--- src/sv/rmst_pkg.sv ---
// Package for the range-minimum segment tree unit.
// Holds the tree geometry, the stored pair type, command codes and stream widths.
// No dependencies.
package rmst_pkg;

  // Tree geometry: leaves, heap-ordered node index and memory address widths
  localparam int LEAVES      = 1024;
  localparam int LEAF_LOG2   = $clog2(LEAVES);
  localparam int ADDR_W      = LEAF_LOG2 + 1;   // node addresses 0 .. 2*LEAVES-1
  localparam int NODE_W      = LEAF_LOG2 + 2;   // node bounds up to 2*LEAVES
  localparam int POS_W       = 10;
  localparam int SIZE_W      = 11;

  // Stored pair: signed value plus index tag
  localparam int VAL_W       = 32;
  localparam int TAG_W       = 10;
  localparam int PAIR_W      = VAL_W + TAG_W;

  // Stream data widths, padded to whole bytes
  localparam int IN_FIELDS_W = POS_W + 32 + TAG_W + SIZE_W + SIZE_W;
  localparam int IN_TDATA_W  = ((IN_FIELDS_W + 7) / 8) * 8;
  localparam int OUT_FIELDS_W = 32 + TAG_W;
  localparam int OUT_TDATA_W = ((OUT_FIELDS_W + 7) / 8) * 8;

  localparam logic [SIZE_W-1:0] ACTIVE_RESET = SIZE_W'(LEAVES);

  typedef struct packed {
    logic signed [VAL_W-1:0] value;
    logic [TAG_W-1:0]        tag;
  } pair_t;

  // Empty element: largest value, tag zero
  localparam pair_t EMPTY_PAIR = '{value: {1'b0, {(VAL_W-1){1'b1}}}, tag: '0};

  // Command codes carried in tuser
  localparam logic CMD_UPDATE = 1'b0;
  localparam logic CMD_QUERY  = 1'b1;

  // Sequencer states
  typedef enum logic [4:0] {
    ST_CLEAR = 5'b00001,
    ST_IDLE  = 5'b00010,
    ST_UP    = 5'b00100,
    ST_QRY   = 5'b01000,
    ST_SPARE = 5'b10000
  } state_e;

endpackage

--- src/sv/rmst_merge.sv ---
// Pair merge unit: lexicographic minimum, smaller value first, then smaller tag.
// Depends on rmst_pkg.
module rmst_merge (
  input  rmst_pkg::pair_t a_i,
  input  rmst_pkg::pair_t b_i,
  output rmst_pkg::pair_t min_o
);
  import rmst_pkg::*;

  logic b_less;

  // Signed value compare, tag breaks ties
  always_comb begin
    b_less = ($signed(b_i.value) < $signed(a_i.value)) ||
             ((b_i.value == a_i.value) && (b_i.tag < a_i.tag));
    min_o  = b_less ? b_i : a_i;
  end

endmodule

--- config.mk ---
export PLATFORM = sky130hd
export DESIGN_NAME = rmst_merge
export DESIGN_NICKNAME = d
export VERILOG_FILES = /design/src/sv/rmst_pkg.sv /design/src/sv/rmst_merge.sv
export SDC_FILE = /design/constraint.sdc
export NUM_CORES = 1
export LEC_CHECK = 0
export BUFFER_PORTS_ARGS = -buffer_cell sky130_fd_sc_hd__buf_4
export CORE_AREA = 2 2 82 116
export DETAILED_ROUTE_END_ITERATION = 8
export DIE_AREA = 0 0 84 118
export PLACE_DENSITY = 0.63
export SLEW_MARGIN = 25
export SYNTH_ARGS = -nofsm -noshare
export SYNTH_HDL_FRONTEND = slang
export SYNTH_SLANG_ARGS = --single-unit
--- constraint.sdc ---
create_clock -name vclk -period 5.59
set_clock_uncertainty 0.05 [all_clocks]
set_input_delay 0.559 -clock vclk [all_inputs]
set_output_delay 0.559 -clock vclk [all_outputs]
set_load 0.01 [all_outputs]
==> impl_metrics.json, run 1 <==
{
  "layout-drive-gt1-share_pct": 23.4,
  "drv_cap": 0,
  "syn_nets": 674,
  "rsz0062_at_grt": "false",
  "pre_cts_ws_ns": 1.18,
  "vias": 4530,
  "vias_per_cell": 6.16,
  "vdd_drop_max_uv": 81.5,
  "ys_seq_area_share_pct": 0,
  "antenna_found_initial": 0,
  "cts_resized": 0,
  "dr_wl_met3_um": 671,
  "hp-class": "input port to output pin",
  "tightest_slew_ns": 0.835,
  "area_delta_synth_final_pct": 26.8,
  "fp-row-count": 41,
  "finalNonFillerCells": 735,
  "cp.arrival_ns": 3.82,
  "wl_um": 11400,
  "pin_count": 126,
  "coreArea_mm2": 0.00887,
  "dp_cells": 735,
  "syn_area_per_cell_um2": 6.33,
  "slew_violations": 0,
  "grt_use_total_pct": 21.5,
  "grt_start_max_net_pins": 137,
  "hold_ws_ns": 1.40,
  "post_drt_wl_per_cell_um": 15.5,
  "gp_congestion": 0.783,
  "wl_met2_um": 5950,
  "tns_ns": 0,
  "postSynthCellCount": 549,
  "finalWorstSetupSlack_ns": 1.16,
  "die_h_um": 118,
  "synth_area_mm2": 0.00348,
  "start_kind": "input port",
  "hp-start": "a_i[11]",
  "maxSlewHeadroom_pct": 44.4,
  "clock.fmax_ghz": 0.226,
  "grt_pass1_wl_um": 19100,
  "holdPathEnd": "min_o[11]",
  "clock_buffers": 0,
  "final_hold_viol_count": 0,
  "postLayoutCellArea_mm2": 0.00441,
  "power_leakage_nw": 2.09,
  "die_w_um": 84,
  "post-dp-hpwl_um": 8120,
  "ant_nets": 0,
  "layout_commonest_cell": "buf_4",
  "diodes": 0,
  "firstDrtPassIters": 7,
  "layout_common_cells": "134 x buf_4, 55 x nand2_1, 45 x nand3_1, 45 x nor3_1",
  "seq_cell_count": 0,
  "fin_crit_sh_pct": 79.2,
  "dieArea_mm2": 0.00991,
  "multi_input_area_mm2": 0.00305,
  "cp-end-kind": "output pin",
  "wl_met1_um": 4640,
  "first_global_vias": 4172,
  "post_cts_buffers": 0,
  "status": "complete, no violations",
  "register_area_um2": 0,
  "holdBufCountCts": 0,
  "crit_required_ns": 4.98,
  "dpl-instance-area_mm2": 0.00440,
  "setup_viol": 0,
  "worst-setup-path-type": "input port to output pin",
  "synth_cell_types": 31,
  "min_period_ns": 4.43,
  "powerDensity_mw_per_mm2": 112,
  "grt-ovfl-total": 0,
  "initial_core_util_pct": 39.2,
  "crit_fanout": 35,
  "holdPathStages": 4,
  "synth_warnings": 0,
  "io_buffers": 126,
  "fillCellCount": 937,
  "topRoutingLayerUsed": "met4",
  "fin_nets": 755,
  "drc": 0,
  "drt_iter0_drc": 409
}
[cell type report]
| class | instances | share of cell area [%] |
|---|---|---|
| inverters | 44 | 3.75 |
| well taps | 107 | 3.04 |
| repair buffers | 138 | 24.0 |
| multi-input cells | 446 | 69.2 |
[synth_stat cells, drive strengths merged]
library cell  instances  area share, %
nor3                 45            6.5
nor2                 45            4.9
nand3b               42            9.1
nand3                45            6.5
inv                  44            4.8
ha                   41             15
a41oi                42             11
and4                  1           0.25
a211oi                2           0.43
and2                  1           0.18
nand4                 7            1.4
clkbuf               38            4.1
a2111oi               1           0.43
buf                  21            4.7
o21ai                 9            1.3
a22oi                 1           0.22
nor4                  2           0.54
a221oi                2           0.50
nor2b                41            7.4
or4                   1           0.32
nand2b                2           0.36
a21o                  1           0.22
nand2                56            6.0
a21oi                16            2.3
a222oi               42             12
or2                   1           0.18
[through the flow]
stage / power, mW / util (%)
6_report: 0.493 / 49.7
5_1_grt: 0.546 / 49.7
4_1_cts: 0.495 / 49.6
3_5_place_dp: 0.493 / 49.6
3_3_place_gp: 0.480 / 49.1
2_1_floorplan: 0.285 / -
[layer usage]
layer / vias up / GRT usage (%)
li1: 2248 / -
met2: 172 / 40.3
met3: 10 / 1.12
met1: 2100 / 27.1
met5: - / 0
met4: 0 / 3.73
[worst max-delay path by stage]
stage,from,to,cells past startpoint
global route,a_i[41],min_o[13],11
CTS,a_i[41],min_o[13],11
global placement,a_i[41],min_o[18],11
detailed placement,a_i[41],min_o[13],11
floorplan,a_i[41],min_o[23],12
finish,a_i[41],min_o[13],11
[report_power, final]
group          internal [mW]  leakage [nW]  switching [mW]
logic                  0.228          2.09           0.265
clock network              0             0               0
registers                  0             0               0
total                  0.228          2.09           0.265
[critical path, cell delays in order]
cell      delay, ns
buf_4          0.09
inv_1          0.06
ha_4           0.46
nand4_2        0.18
or4_4          0.60
nor3_1         0.52
or2_2          0.54
buf_4          0.37
a222oi_1       0.15
nand3_1        0.13
buf_4          0.14
[cell families after synthesis]
family | share of synthesized area [%]
buf+inv | 13.6
fa+ha+maj | 14.8
simple gates | 43.6
compound gates | 28.1
Power figures use the tool's default switching activity.
==> run 2, diff against run 1 <==
--- a/config.mk
+++ b/config.mk
@@ -9,7 +9,7 @@
 export CORE_AREA = 2 2 82 116
 export DETAILED_ROUTE_END_ITERATION = 8
 export DIE_AREA = 0 0 84 118
-export PLACE_DENSITY = 0.63
+export PLACE_DENSITY = 0.65
 export SLEW_MARGIN = 25
 export SYNTH_ARGS = -nofsm -noshare
 export SYNTH_HDL_FRONTEND = slang
==> constraint.sdc (replaced) <==
create_clock -name vclk -period 3.8
set_clock_uncertainty 0.05 [all_clocks]
set_input_delay 0.38 -clock vclk [all_inputs]
set_output_delay 0.38 -clock vclk [all_outputs]
set_load 0.01 [all_outputs]
==> impl_metrics.json, run 2 (synthesized netlist as in run 1, its figures left out) <==
{
  "tns_ns": 0,
  "hp-start": "a_i[11]",
  "die_w_um": 84,
  "coreArea_mm2": 0.00887,
  "worst-setup-path-type": "input port to output pin",
  "antenna_found_initial": 0,
  "post-dp-hpwl_um": 7880,
  "gp_congestion": 0.824,
  "clkPwrFrac_pct": 0,
  "ant_nets": 0,
  "grt_use_total_pct": 21.5,
  "cts_resized": 0,
  "dieArea_mm2": 0.00991,
  "io_buffers": 126,
  "register_area_um2": 0,
  "cp-end-kind": "output pin",
  "wl_met2_um": 6100,
  "vias_per_cell": 6.23,
  "drv_cap": 0,
  "holdPathStages": 4,
  "combinationalPowerShare_pct": 100.0,
  "holdPathEnd": "min_o[11]",
  "wl_um": 11600,
  "hold_ws_ns": 1.04,
  "final_hold_viol_count": 0,
  "initial_core_util_pct": 39.2,
  "rsz0062_at_grt": "false",
  "start_kind": "input port",
  "grt-ovfl-total": 0,
  "status": "complete, no violations",
  "drc": 0,
  "min_period_ns": 3.58,
  "crit_fanout": 82,
  "pre_cts_ws_ns": 0.279,
  "fin_crit_sh_pct": 94.2,
  "dr_wl_met3_um": 547,
  "cp.arrival_ns": 3.15,
  "grt_pass1_wl_um": 19000,
  "hp-class": "input port to output pin",
  "first_global_vias": 4253,
  "drt_iter0_drc": 452,
  "sequentialPowerShare_pct": 0,
  "diodes": 0,
  "slew_violations": 0,
  "post_drt_wl_per_cell_um": 15.8,
  "dp_cells": 735,
  "tightest_slew_ns": 0.812,
  "maxSlewHeadroom_pct": 45.9,
  "clock.fmax_ghz": 0.279,
  "firstDrtPassIters": 6,
  "seq_cell_count": 0,
  "fillCellCount": 940,
  "crit_required_ns": 3.37,
  "layout-drive-gt1-share_pct": 23.2,
  "wl_met1_um": 4860,
  "post_cts_buffers": 0,
  "die_h_um": 118,
  "layout_common_cells": "133 x buf_4, 55 x nand2_1, 45 x nand3_1, 45 x nor3_1",
  "layout_commonest_cell": "buf_4",
  "clock_buffers": 0,
  "area_delta_synth_final_pct": 28.1,
  "finalNonFillerCells": 735,
  "holdBufCountCts": 0,
  "finalWorstSetupSlack_ns": 0.220,
  "setup_viol": 0,
  "p_switching_mw": 0.392,
  "topRoutingLayerUsed": "met4",
  "pin_count": 126,
  "vdd_drop_max_uv": 98.3,
  "vias": 4581,
  "fp-row-count": 41,
  "power_leakage_nw": 2.10,
  "grt_start_max_net_pins": 97,
  "powerDensity_mw_per_mm2": 164,
  "power.internal_mw": 0.337,
  "fin_nets": 755,
  "power_switching_share_pct": 53.8
}
[run 2: worst max path at each step]
stage | startpoint | endpoint | slack (ns)
2_1_floorplan | a_i[41] | min_o[23] | 0.75
3_3_place_gp | a_i[17] | min_o[21] | 0.23
3_5_place_dp | a_i[40] | min_o[7] | 0.28
4_1_cts | a_i[40] | min_o[7] | 0.26
5_1_grt | a_i[40] | min_o[16] | 0.06
6_report | a_i[40] | min_o[16] | 0.22
[run 2: power by group through the flow]
stage	Clock [mW]	Combinational, mW	Sequential, mW
after floorplan	0	0.420	0
after global placement	0	0.713	0
after detailed placement	0	0.729	0
after CTS	0	0.731	0
after global routing	0	0.804	0
final	0	0.729	0
[run 2: area by class of cell]
class / instances / area (um2) / share of cell area [%]
multi-input cells: 446 / 3050 / 68.5
repair buffers: 138 / 1110 / 24.8
inverters: 44 / 165 / 3.71
well taps: 107 / 134 / 3.01
[run 2: worst max-delay path, cell delays in order]
cell and delay [ns]:
buf_4 0.09, inv_1 0.04, ha_1 0.32, nand4_2 0.15, or4_4 0.60, a2111oi_4 0.44
buf_12 0.34, nor2_1 0.10, a222oi_1 0.33, nand3_1 0.14, buf_4 0.16
[run 2: per-stage QoR]
step	instance area, um2	util (%)	power [mW]
5_1_grt	4450	50.2	0.804
2_1_floorplan	3480	-	0.420
3_5_place_dp	4450	50.2	0.729
3_3_place_gp	4430	49.9	0.713
6_report	4450	50.2	0.729
4_1_cts	4450	50.2	0.731
[run 2: layer usage]
layer  up-vias  GRT usage, %
met5         -             0
met4         0          3.23
met3        10         0.771
met2       157          42.6
met1      2162          25.7
li1       2252             -
